**config.mk**
```make
export PLATFORM = sky130hd
export DESIGN_NAME = ddpi_ctrl
export DESIGN_NICKNAME = d
export VERILOG_FILES = /design/src/rtl/core/ddpi_pkg.sv /design/src/rtl/core/ddpi_ctrl.sv
export SDC_FILE = /design/constraint.sdc
export NUM_CORES = 1
export LEC_CHECK = 0
export BUFFER_PORTS_ARGS = -buffer_cell sky130_fd_sc_hd__buf_2
export CORE_MARGIN = 10
export CORE_UTILIZATION = 44
export DETAILED_ROUTE_END_ITERATION = 10
export PLACE_DENSITY = 0.82
export SYNTH_ARGS = -nofsm -noshare
export SYNTH_HDL_FRONTEND = slang
export SYNTH_SLANG_ARGS = --single-unit
```
**constraint.sdc**
```tcl
create_clock -name clk -period 3.6 [get_ports clk]
set_input_delay 0.72 -clock clk [delete_from_list [all_inputs] [get_ports clk]]
set_output_delay 0.72 -clock clk [all_outputs]
set_load 0.05 [all_outputs]
```
**src/rtl/core/ddpi_pkg.sv**
```systemverilog
// Shared types, codes and constants of the differential-drive pose integrator.
// No dependencies.
package ddpi_pkg;

  localparam int DATA_W           = 32;
  localparam int WIDE_W           = 48;
  localparam int ACC_W            = 80;
  localparam int CORDIC_STEPS_DEF = 24;
  localparam int CORDIC_W         = 34;
  localparam int ADDR_W           = 4;

  localparam logic signed [WIDE_W-1:0]   WIDE_LIM   = 48'sh7FFF_FFFF_FFFF;
  localparam logic signed [WIDE_W-1:0]   WIDE_MIN   = 48'sh8000_0000_0000;
  localparam logic signed [WIDE_W-1:0]   DIST_LIM   = 48'sh0001_FFFF_FFFF;
  localparam logic signed [CORDIC_W-1:0] CORDIC_X0  = 34'sd652032874;
  localparam logic signed [CORDIC_W-1:0] Q30_ONE    = 34'sd1073741824;
  localparam logic [DATA_W-1:0]          RAD_TO_BAM = 32'd683565276;
  localparam logic [DATA_W-1:0]          QUARTER    = 32'h4000_0000;
  localparam logic [DATA_W-1:0]          HALF       = 32'h8000_0000;

  localparam logic [DATA_W-1:0] TIME_STEP_RST = 32'd655;
  localparam logic [DATA_W-1:0] RADIUS_RST    = 32'd65536;
  localparam logic [DATA_W-1:0] INV_AXLE_RST  = 32'd32768;

  localparam logic [1:0] REG_MODE     = 2'd0;
  localparam logic [1:0] REG_DT       = 2'd1;
  localparam logic [1:0] REG_RADIUS   = 2'd2;
  localparam logic [1:0] REG_INV_AXLE = 2'd3;

  localparam logic [3:0] A_SUM    = 4'd0;
  localparam logic [3:0] A_DIFF   = 4'd1;
  localparam logic [3:0] A_SUM_E  = 4'd2;
  localparam logic [3:0] A_T      = 4'd3;
  localparam logic [3:0] A_T_HALF = 4'd4;
  localparam logic [3:0] A_Q      = 4'd5;
  localparam logic [3:0] A_SPDA   = 4'd6;
  localparam logic [3:0] A_SPDB   = 4'd7;
  localparam logic [3:0] A_RAD    = 4'd8;
  localparam logic [3:0] A_DIST   = 4'd9;

  localparam logic [2:0] B_R   = 3'd0;
  localparam logic [2:0] B_K   = 3'd1;
  localparam logic [2:0] B_DT  = 3'd2;
  localparam logic [2:0] B_BAM = 3'd3;
  localparam logic [2:0] B_COS = 3'd4;
  localparam logic [2:0] B_SIN = 3'd5;

  localparam logic [3:0] D_T      = 4'd0;
  localparam logic [3:0] D_LIN    = 4'd1;
  localparam logic [3:0] D_Q      = 4'd2;
  localparam logic [3:0] D_DIST   = 4'd3;
  localparam logic [3:0] D_DIST_E = 4'd4;
  localparam logic [3:0] D_RAD    = 4'd5;
  localparam logic [3:0] D_HEAD   = 4'd6;
  localparam logic [3:0] D_X      = 4'd7;
  localparam logic [3:0] D_Y      = 4'd8;

  typedef struct packed {
    logic [3:0] asel;
    logic [2:0] bsel;
    logic [3:0] dst;
  } uop_t;

  typedef struct packed {
    logic load;
    logic issue;
    logic mul_lo;
    logic mul_hi;
    logic wb;
    logic commit;
    uop_t uop;
  } cmd_t;

  typedef struct packed {
    logic cordic_done;
    logic out_hold;
  } sts_t;

  function automatic logic [DATA_W-1:0] atan_lut(input logic [4:0] i);
    logic [DATA_W-1:0] v;
    unique case (i)
      5'd0:  v = 32'h2000_0000;
      5'd1:  v = 32'h12E4_051E;
      5'd2:  v = 32'h09FB_385B;
      5'd3:  v = 32'h0511_11D4;
      5'd4:  v = 32'h028B_0D43;
      5'd5:  v = 32'h0145_D7E1;
      5'd6:  v = 32'h00A2_F61E;
      5'd7:  v = 32'h0051_7C55;
      5'd8:  v = 32'h0028_BE53;
      5'd9:  v = 32'h0014_5F2F;
      5'd10: v = 32'h000A_2F98;
      5'd11: v = 32'h0005_17CC;
      5'd12: v = 32'h0002_8BE6;
      5'd13: v = 32'h0001_45F3;
      5'd14: v = 32'h0000_A2FA;
      5'd15: v = 32'h0000_517D;
      5'd16: v = 32'h0000_28BE;
      5'd17: v = 32'h0000_145F;
      5'd18: v = 32'h0000_0A30;
      5'd19: v = 32'h0000_0518;
      5'd20: v = 32'h0000_028C;
      5'd21: v = 32'h0000_0146;
      5'd22: v = 32'h0000_00A3;
      5'd23: v = 32'h0000_0051;
      5'd24: v = 32'h0000_0029;
      5'd25: v = 32'h0000_0014;
      5'd26: v = 32'h0000_000A;
      5'd27: v = 32'h0000_0005;
      5'd28: v = 32'h0000_0003;
      5'd29: v = 32'h0000_0001;
      5'd30: v = 32'h0000_0001;
      5'd31: v = 32'h0000_0000;
    endcase
    return v;
  endfunction

endpackage

```
**src/rtl/core/ddpi_ctrl.sv**
```systemverilog
// Controller: sequences the multiply program, waits on the CORDIC, commits the pose.
// Depends on ddpi_pkg.
module ddpi_ctrl (
  input  logic           clk,
  input  logic           rst_n,
  input  logic           mode,
  input  logic           in_valid,
  output logic           in_ready,
  input  ddpi_pkg::sts_t sts,
  output ddpi_pkg::cmd_t cmd
);
  import ddpi_pkg::*;

  localparam logic [2:0] S_IDLE  = 3'd0;
  localparam logic [2:0] S_ISSUE = 3'd1;
  localparam logic [2:0] S_LO    = 3'd2;
  localparam logic [2:0] S_HI    = 3'd3;
  localparam logic [2:0] S_WB    = 3'd4;
  localparam logic [2:0] S_WAITC = 3'd5;
  localparam logic [2:0] S_FIN   = 3'd6;

  localparam logic [3:0] STEP_M1_FIRST = 4'd0;
  localparam logic [3:0] STEP_M0_FIRST = 4'd4;
  localparam logic [3:0] STEP_PRE_TRIG = 4'd5;
  localparam logic [3:0] STEP_LAST     = 4'd8;

  function automatic uop_t prog(input logic m, input logic [3:0] s);
    uop_t u;
    u = '{asel: A_DIST, bsel: B_SIN, dst: D_Y};
    unique case (s)
      4'd0: u = '{asel: A_SUM,    bsel: B_R,   dst: D_LIN};
      4'd1: u = '{asel: A_DIFF,   bsel: B_R,   dst: D_T};
      4'd2: u = '{asel: A_T,      bsel: B_K,   dst: D_Q};
      4'd3: u = '{asel: A_SUM_E,  bsel: B_R,   dst: D_T};
      4'd4: u = m ? uop_t'{asel: A_T_HALF, bsel: B_DT, dst: D_DIST}
                  : uop_t'{asel: A_SPDA,   bsel: B_DT, dst: D_DIST_E};
      4'd5: u = m ? uop_t'{asel: A_Q,    bsel: B_DT, dst: D_RAD}
                  : uop_t'{asel: A_SPDB, bsel: B_DT, dst: D_RAD};
      4'd6: u = '{asel: A_RAD,    bsel: B_BAM, dst: D_HEAD};
      4'd7: u = '{asel: A_DIST,   bsel: B_COS, dst: D_X};
      default: u = '{asel: A_DIST, bsel: B_SIN, dst: D_Y};
    endcase
    return u;
  endfunction

  logic [2:0] state_r, state_nxt;
  logic [3:0] step_r, step_nxt;

  assign in_ready = (state_r == S_IDLE);

  always_comb begin
    state_nxt  = state_r;
    step_nxt   = step_r;
    cmd        = '0;
    cmd.uop    = prog(mode, step_r);
    unique case (state_r)
      S_IDLE: begin
        if (in_valid) begin
          cmd.load  = 1'b1;
          step_nxt  = mode ? STEP_M1_FIRST : STEP_M0_FIRST;
          state_nxt = S_ISSUE;
        end
      end
      S_ISSUE: begin
        cmd.issue = 1'b1;
        state_nxt = S_LO;
      end
      S_LO: begin
        cmd.mul_lo = 1'b1;
        state_nxt  = S_HI;
      end
      S_HI: begin
        cmd.mul_hi = 1'b1;
        state_nxt  = S_WB;
      end
      S_WB: begin
        cmd.wb = 1'b1;
        if (step_r == STEP_LAST) begin
          state_nxt = S_FIN;
        end else begin
          step_nxt  = step_r + 1'b1;
          state_nxt = (step_r == STEP_PRE_TRIG) ? S_WAITC : S_ISSUE;
        end
      end
      S_WAITC: begin
        if (sts.cordic_done) begin
          state_nxt = S_ISSUE;
        end
      end
      S_FIN: begin
        if (!sts.out_hold) begin
          cmd.commit = 1'b1;
          state_nxt  = S_IDLE;
        end
      end
      default: state_nxt = S_IDLE;
    endcase
  end

  always_ff @(posedge clk) begin
    if (!rst_n) begin
      state_r <= S_IDLE;
      step_r  <= STEP_M1_FIRST;
    end else begin
      state_r <= state_nxt;
      step_r  <= step_nxt;
    end
  end

endmodule
```
==> impl_metrics.tcl, run 1 <==
set metrics [dict create \
    status "complete, no violations" \
    dieWidth_microns 59.80 \
    hold_start "step_r[0]" \
    cts-root-buf "clkbuf_4" \
    io-pin-count 24 \
    power_density_nw_per_um2 866.8 \
    maxCapViolCount 0 \
    grt_overflow 0 \
    cp.required_ps 2880 \
    cts_buffers 3 \
    portBuffers 23 \
    yosysMostFrequentCell "nor2_1" \
    clk_pin_slew_ps 50 \
    drv_slew 0 \
    path_class "flop to output pin" \
    crit_path_end_kind "output pin" \
    regArea_sq_um 140.1 \
    synth_commonest_cells "nor2_1, nand2_1, dfxtp_1, nand2b_1, o21ai_0" \
    start_util 0.4626 \
    cp_max_fo 8 \
    coreArea_sq_um 1506 \
    synth-seq-cells 7 \
    cp-startpoint "step_r[0]" \
    ctsResizeCount 0 \
    die_y_microns 59.80 \
    synth_top_family_by_area "simple AND/OR/NAND/NOR gates" \
    finalCritPeriodShare 0.7567 \
    peakVddDrop_mv 0.4136 \
    syn_inst 98 \
    drive_gt1_frac 0.2627 \
    synthAdderAreaFrac 0.08977 \
    synthSimpleGateAreaFrac 0.3393 \
    synth_top_area_cell "dfxtp_1" \
    p_leak_nw 0.4216 \
    synthesis.nets 109 \
    cts_hold_buf 0 \
    fillCellCount 155 \
    grt_max_degree 16 \
    syn2layout_area_growth_pct 19.03 \
    critPathLaunchType "flop" \
    synthTopCellsByArea "dfxtp_1, ha_1, nand2b_1" \
    globalplace.congestion 0.7940 \
    synth-edff-count 0 \
    syn_area_sq_um 696.9 \
    drt_drc_violations_left 0 \
    grt_use_total 0.1002 \
    yosysTopAreaCellShare 0.2011 \
    antenna_cells 0 \
    setup_viol 0 \
    clock-sinks 7 \
    grt_pass1_wl_microns 3001 \
    first_pass_iters 3 \
    rsz0062_at_grt "false" \
    cts_tree "yes" \
    ys.flop_type "dfxtp_1" \
    synth_compound_area_frac 0.2657 \
    relSlewSlack 0.7047 \
    async_reset_ff_frac 0 \
    dp_hpwl_microns 1399 \
    vias 745 \
    synthXorXnorAreaFrac 0.02513 \
    routed_wl_microns 1719 \
    cts.path.max_buffers 2 \
    std_cell_rows 14 \
    multiInputGateArea_sq_um 501.7 \
    htreeDepth 1 \
    antenna_found_initial 0 \
    min_period_ps 2724 \
    die_area_sq_um 3576 \
    syn_area_per_cell_sq_um 7.111 \
    first_global_vias 748 \
    wl_per_cell_microns 12.83 \
    setup_tns_ps 0 \
    synth.area.mux_share 0 \
    ys_types 34 \
    fmax_mhz 367.1 \
    timing.rr.start "step_r[0]" \
    ys_warn_count 0 \
    yosysSeqAreaShare 0.2011 \
    ant_nets 0 \
    finClkSkew_ps 1.588 \
    finalNetCount 130 \
    whs_ps 547.0 \
    drtIter0Drc 12 \
    clk_latency_ps 240 \
    viasPerCell 5.560 \
    hold_path_class "flop to flop" \
    post-cts-setup-buffers 0 \
    tightest_slew_ps 442.3 \
    arrival_ps 2000 \
    hold_viol 0 \
]
-- state kept, by name, summed over array words and instances (netlist names) --
signal and cells:
state_r 3, step_r 4
-- critical path, stage by stage (launching register included) --
cell and delay, ps:
dfxtp_1 340, inv_1 130, ha_1 310, nor2_1 90, a21oi_1 310, inv_2 80, nor3_1 190, buf_2 290
-- cells by family after synthesis --
group	count (synthesis)
xor gates and xnor gates	2
buffers and inverters	14
and+or+nand+nor	43
DFF	7
AOI/OAI and AO/OA	27
adders and majority gates	5
-- layer usage --
metal / GRT usage / up-vias / wire [microns]
li1: - / 386 / -
met1: 0.1074 / 338 / 756
met2: 0.1721 / 21 / 805
met3: 0.03390 / 0 / 158
met4: 0.04487 / 0 / 0
met5: 0 / - / 0
-- cells in the final DEF, fill, tap and decap left out, types with 3 or more instances in the layout --
master     n
a211oi_1   3
a21oi_1    5
buf_2     23
clkbuf_4   3
dfxtp_1    7
ha_1       5
inv_1      4
inv_2      3
nand2_1    8
nand2b_1   7
nand3_1    3
nand3b_1   3
nor2_1    10
nor3_1     4
o21ai_0    6
-- layout make-up --
type                            instances  share of cell area
Multi-Input combinational cell         77              0.6048
Tap cell                               16             0.02413
Sequential cell                         7              0.1689
Inverter                                7             0.03167
Clock buffer                            4             0.03167
Timing Repair Buffer                   23              0.1388
-- path summary, 6_finish.rpt --
| check | slack [ps] | to | cells past startpoint |
|---|---|---|---|
| hold reg to reg | 550 | step_r[0] | 2 |
| hold / removal | 550 | step_r[0] | 2 |
| setup / recovery | 880 | cmd[1] | 7 |
| setup reg to reg | 2010 | state_r[2] | 5 |
-- power breakdown --
group | leakage, nW | internal [mW] | total (mW) | switching, mW
clock network | 0.0150 | 0.0421 | 0.0686 | 0.0265
logic | 0.349 | 0.134 | 0.497 | 0.362
registers | 0.0573 | 0.0980 | 0.154 | 0.0559
total | 0.422 | 0.274 | 0.719 | 0.445
-- per-stage QoR --
step                power (mW)  utilization  cells  setup WS, ps  cell area (sq um)
finish                  0.7191       0.5507    134         876.1              829.5
global route            0.7729       0.5507    134         701.2              829.5
CTS                     0.7284       0.5507    134         868.4              829.5
detailed placement      0.6562       0.5332    130          1144              803.3
global placement        0.6473       0.5332    130          1241              803.3
floorplan               0.5592            -     98         436.7              696.9
Power figures use the tool's default switching activity.
==> inputs of run 2 (changes only) <==
==> constraint.sdc (replaced) <==
create_clock -name clk -period 2.6 [get_ports clk]
set_input_delay 0.52 -clock clk [delete_from_list [all_inputs] [get_ports clk]]
set_output_delay 0.52 -clock clk [all_outputs]
set_load 0.05 [all_outputs]
==> run 2 against run 1 <==
- count of clock-buffer cells in the layout stayed put
- die area is the same
- routed wire length grew 4.5%
- critical path depth is the same
- highest routed layer is now met4
==> impl_metrics.tcl, run 2 (synthesis gave the netlist of run 1 again) <==
set metrics [dict create \
    io-pin-count 24 \
    relSlewSlack 0.7049 \
    p_leak_nw 0.4218 \
    globalplace.congestion 0.8496 \
    rsz0062_at_grt "false" \
    clk_pin_slew_ps 50 \
    cp.required_ps 2080 \
    tightest_slew_ps 442.0 \
    vias 760 \
    layout_setup_ws_ps 192.5 \
    syn2layout_area_growth_pct 20.11 \
    finClkSkew_ps 5.292 \
    die_area_sq_um 3576 \
    cts_hold_buf 0 \
    antenna_found_initial 0 \
    mostFrequentLayoutCells "buf_2, nor2_1, nand2_1" \
    endpoint "cmd[2]" \
    std_cell_rows 14 \
    regArea_sq_um 140.1 \
    dieWidth_microns 59.80 \
    clock-sinks 7 \
    hold_viol 0 \
    coreArea_sq_um 1506 \
    dp_slack_ps 328.5 \
    cp-startpoint "step_r[0]" \
    grt_pass1_wl_microns 3070 \
    cts_buffers 3 \
    largest_registers "step_r (4), state_r (3)" \
    routed_wl_microns 1796 \
    setup_viol 0 \
    viasPerCell 5.672 \
    first_pass_iters 4 \
    drv_slew 0 \
    hold_path_class "input port to flop" \
    first_global_vias 727 \
    critPathLaunchType "flop" \
    antenna_cells 0 \
    grt_overflow 0 \
    status "complete, no violations" \
    hold_start "mode" \
    cts.path.max_buffers 2 \
    grt_max_degree 16 \
    htreeDepth 1 \
    wl_per_cell_microns 13.40 \
    finalCritPeriodShare 0.9260 \
    drt_drc_violations_left 0 \
    portBuffers 23 \
    ff2ff_path_depth 3 \
    ant_nets 0 \
    regMostFlops "step_r" \
    cts_tree "yes" \
    clk_latency_ps 250 \
    cp_max_fo 7 \
    die_y_microns 59.80 \
    multiInputGateArea_sq_um 509.2 \
    drive_gt1_frac 0.2797 \
    fillCellCount 142 \
    timing.rr.start "state_r[2]" \
    start_util 0.4626 \
    arrival_ps 1890 \
    drtIter0Drc 20 \
    rrSetupSlack_ps 1020 \
    power_density_nw_per_um2 1205 \
    cts-root-buf "clkbuf_4" \
    fmax_mhz 415.4 \
    grt_use_total 0.1066 \
    largest_reg_flops 4 \
    rr_endpoint "step_r[3]" \
    maxCapViolCount 0 \
    finalNetCount 130 \
    peakVddDrop_mv 0.6716 \
    min_period_ps 2408 \
    crit_path_end_kind "output pin" \
    final_util 0.5556 \
    final_common_cell "buf_2" \
    dp_hpwl_microns 1400 \
    path_class "flop to output pin" \
]
[run 2: cell counts in the layout (fill, tap and decap cells not counted)]
No cell type changed its count.
[run 2: stage by stage]
stage	TNS, ps	total power, mW	hold WS (ps)	std cells	area [sq um]
2_1_floorplan	-726.6	0.7742	509.3	98	696.9
3_3_place_gp	0	0.9000	546.0	130	803.3
3_5_place_dp	0	0.9132	558.3	130	803.3
4_1_cts	0	1.016	502.0	134	829.5
5_1_grt	0	1.083	517.8	134	837.1
6_report	0	1.009	514.9	134	837.1
[run 2: layout make-up]
| cell class | count | share of cell area |
|---|---|---|
| Multi-Input combinational cell | 77 | 0.6084 |
| Sequential cell | 7 | 0.1674 |
| Timing Repair Buffer | 23 | 0.1375 |
| Tap cell | 16 | 0.02392 |
| Clock buffer | 4 | 0.03139 |
| Inverter | 7 | 0.03139 |
[run 2: what timing repair did]
| action | CTS | global route |
|---|---|---|
| resized for setup | 0 | 3 |
| endpoints found under the hold margin | 0 | 0 |
| buffers inserted | 0 | 0 |
| setup endpoints to repair | 0 | 2 |
[run 2: worst min path at each step]
stage	end	slack (ps)	depth (start not counted)
after CTS	step_r[2]	500	2
after detailed placement	step_r[0]	560	2
after floorplan	step_r[0]	510	2
after global routing	step_r[2]	520	2
final	step_r[2]	510	2
after global placement	step_r[1]	550	2
[run 2: power by group]
| part | leakage, nW | internal (mW) | switching (mW) |
|---|---|---|---|
| combinational | 0.349 | 0.189 | 0.508 |
| clock | 0.0150 | 0.0585 | 0.0400 |
| sequential | 0.0573 | 0.136 | 0.0781 |
[run 2: per-layer routing]
layer | global-route usage | up-vias | part of all wire
li1 | - | 392 | -
met1 | 0.1086 | 337 | 0.44
met2 | 0.1779 | 27 | 0.44
met3 | 0.05085 | 4 | 0.11
met4 | 0.05128 | 0 | 0.010
met5 | 0 | - | 0
[run 2: critical path, stage by stage, from the launching register on]
cell and delay [ps]:
dfxtp_1 360, inv_1 140, ha_1 280, nor2_1 100
a21oi_2 210, inv_2 60, nor3_1 180, buf_2 290
==> inputs of run 3 (changes only) <==
--- a/config.mk
+++ b/config.mk
@@ -6,10 +6,11 @@
 export NUM_CORES = 1
 export LEC_CHECK = 0
 export BUFFER_PORTS_ARGS = -buffer_cell sky130_fd_sc_hd__buf_2
+export CAP_MARGIN = 30
 export CORE_MARGIN = 10
-export CORE_UTILIZATION = 44
+export CORE_UTILIZATION = 48
 export DETAILED_ROUTE_END_ITERATION = 10
-export PLACE_DENSITY = 0.82
+export PLACE_DENSITY = 0.77
 export SYNTH_ARGS = -nofsm -noshare
 export SYNTH_HDL_FRONTEND = slang
 export SYNTH_SLANG_ARGS = --single-unit
==> run 3 against run 2 <==
- hold slack worse by 12 ps
- first-iteration DRC count stayed put
- critical endpoint is now cmd[1]
- count of clock-buffer cells in the layout stayed put
- register-to-register slack worse by 20 ps
- largest cell class unchanged
- combinational power is 0.6% lower
- largest power group unchanged
- highest routed layer unchanged
- sequential share of layout area is 0.050 points higher
- core utilization is 7.0 points higher
- flip-flop and latch count stayed put
- sequential power is 2% higher
- clock skew is 1.9 ps lower
==> impl_metrics.tcl, run 3 (synthesis gave the netlist of run 1 again) <==
set metrics [dict create \
    status "complete, no violations" \
    ant_nets 0 \
    whs_ps 503.3 \
    clk_latency_ps 260 \
    p_leak_nw 0.4215 \
    wl_per_cell_microns 13.50 \
    power_density_nw_per_um2 1210 \
    cp_max_fo 7 \
    hold_viol 0 \
    grt_pass1_wl_microns 2973 \
    cts_hold_buf 0 \
    ctsResizeCount 0 \
    antenna_found_initial 0 \
    die_area_sq_um 3376 \
    rrSetupSlack_ps 1000 \
    finalCritPeriodShare 0.9288 \
    peakVddDrop_mv 0.5577 \
    p_clk_frac 0.098 \
    path_cells "inv_1 > ha_1 > nor2_1 > a21oi_2 > inv_2 > nor3_1 > buf_2" \
    layout_setup_ws_ps 185.2 \
    antenna_cells 0 \
    cts_buffers 3 \
    crit_path_end_kind "output pin" \
    p_sw_frac 0.6211 \
    cp.required_ps 2080 \
    mostFrequentLayoutCells "buf_2, nor2_1, nand2_1" \
    routed_wl_microns 1796 \
    path_class "flop to output pin" \
    drv_slew 0 \
    arrival_ps 1890 \
    drtIter0Drc 20 \
    hold_path_class "input port to flop" \
    placed_area_sq_um 802.0 \
    maxCapViolCount 0 \
    tightest_slew_ps 462.8 \
    comb_power_share 0.686 \
    finClkSkew_ps 3.348 \
    globalplace.congestion 0.8290 \
    viasPerCell 5.579 \
    fmax_mhz 414.1 \
    first_pass_iters 4 \
    syn2layout_area_growth_pct 19.75 \
    finalNetCount 130 \
    cp.depth 7 \
    post-cts-setup-buffers 0 \
    critPathLaunchType "flop" \
    regMostFlops "step_r" \
    pwr-share-seq 0.216 \
    cp-startpoint "step_r[0]" \
    grt_overflow 0 \
    die_y_microns 58.11 \
    cpPeakStageDelay_ps 350 \
    first_global_vias 646 \
    final_common_cell "buf_2" \
    fin_area_sq_um 834.6 \
    endpoint "cmd[1]" \
    power_switching_mw 0.6269 \
    cts-root-buf "clkbuf_4" \
    ff2ff_path_depth 3 \
    largest_reg_flops 4 \
    slowest_stage "dfxtp_1" \
    dieWidth_microns 58.11 \
    timing.rr.start "state_r[2]" \
    setup_viol 0 \
    coreArea_sq_um 1334 \
    internal-power_mw 0.3825 \
    rsz0062_at_grt "false" \
    drt_drc_violations_left 0 \
    relSlewSlack 0.6911 \
    largest_registers "step_r (4), state_r (3)" \
    crit_family "buffers and inverters" \
    dp_hpwl_microns 1411 \
    clk_pin_slew_ps 50 \
    dp_slack_ps 372.7 \
    clock-sinks 7 \
    start_util 0.5225 \
    crit_buf_inv 3 \
    grt_max_degree 16 \
    cts.path.max_buffers 2 \
    grt_use_total 0.1069 \
    htreeDepth 1 \
    io-pin-count 24 \
    std_cell_rows 13 \
    min_period_ps 2415 \
    portBuffers 23 \
    drive_gt1_frac 0.2797 \
    vias 742 \
    rr_endpoint "step_r[3]" \
    final_util 0.6257 \
    cts_tree "yes" \
]
-- run 3: power groups by stage --
stage               clock [mW]  combinational (mW)  sequential, mW
finish                  0.0992               0.693           0.218
global route             0.111               0.739           0.229
CTS                      0.105               0.697           0.215
detailed placement           0               0.695           0.218
global placement             0               0.690           0.213
floorplan                    0               0.619           0.155
-- run 3: per-layer routing --
layer,track usage,up-vias,share of wire
li1,-,387,-
met2,0.1518,14,0.45
met3,0.05882,4,0.065
met4,0.03020,0,0.0095
met1,0.1337,337,0.48
met5,0,-,0
-- run 3: stage by stage --
step,power [mW],TNS (ps),instances
global placement,0.9026,0,129
global route,1.080,0,133
floorplan,0.7742,-726.6,98
detailed placement,0.9127,0,129
finish,1.009,0,133
CTS,1.016,0,133
-- run 3: cell type report --
| class | instances | area, sq um |
|---|---|---|
| clock buffers | 4 | 26.28 |
| fillers | 131 | 499.2 |
| inverters | 7 | 26.28 |
| multi-input cells | 77 | 508.0 |
| flip-flops and latches | 7 | 140.1 |
| well taps | 15 | 18.77 |
| repair buffers | 23 | 115.1 |
-- run 3: worst min path at each step --
stage,startpoint,end,slack (ps),cells after the start
2_1_floorplan,step_r[0],step_r[0],510,2
3_3_place_gp,step_r[1],step_r[1],550,2
3_5_place_dp,step_r[0],step_r[0],570,2
4_1_cts,mode,step_r[2],490,2
5_1_grt,mode,step_r[2],510,2
6_report,mode,step_r[2],500,2
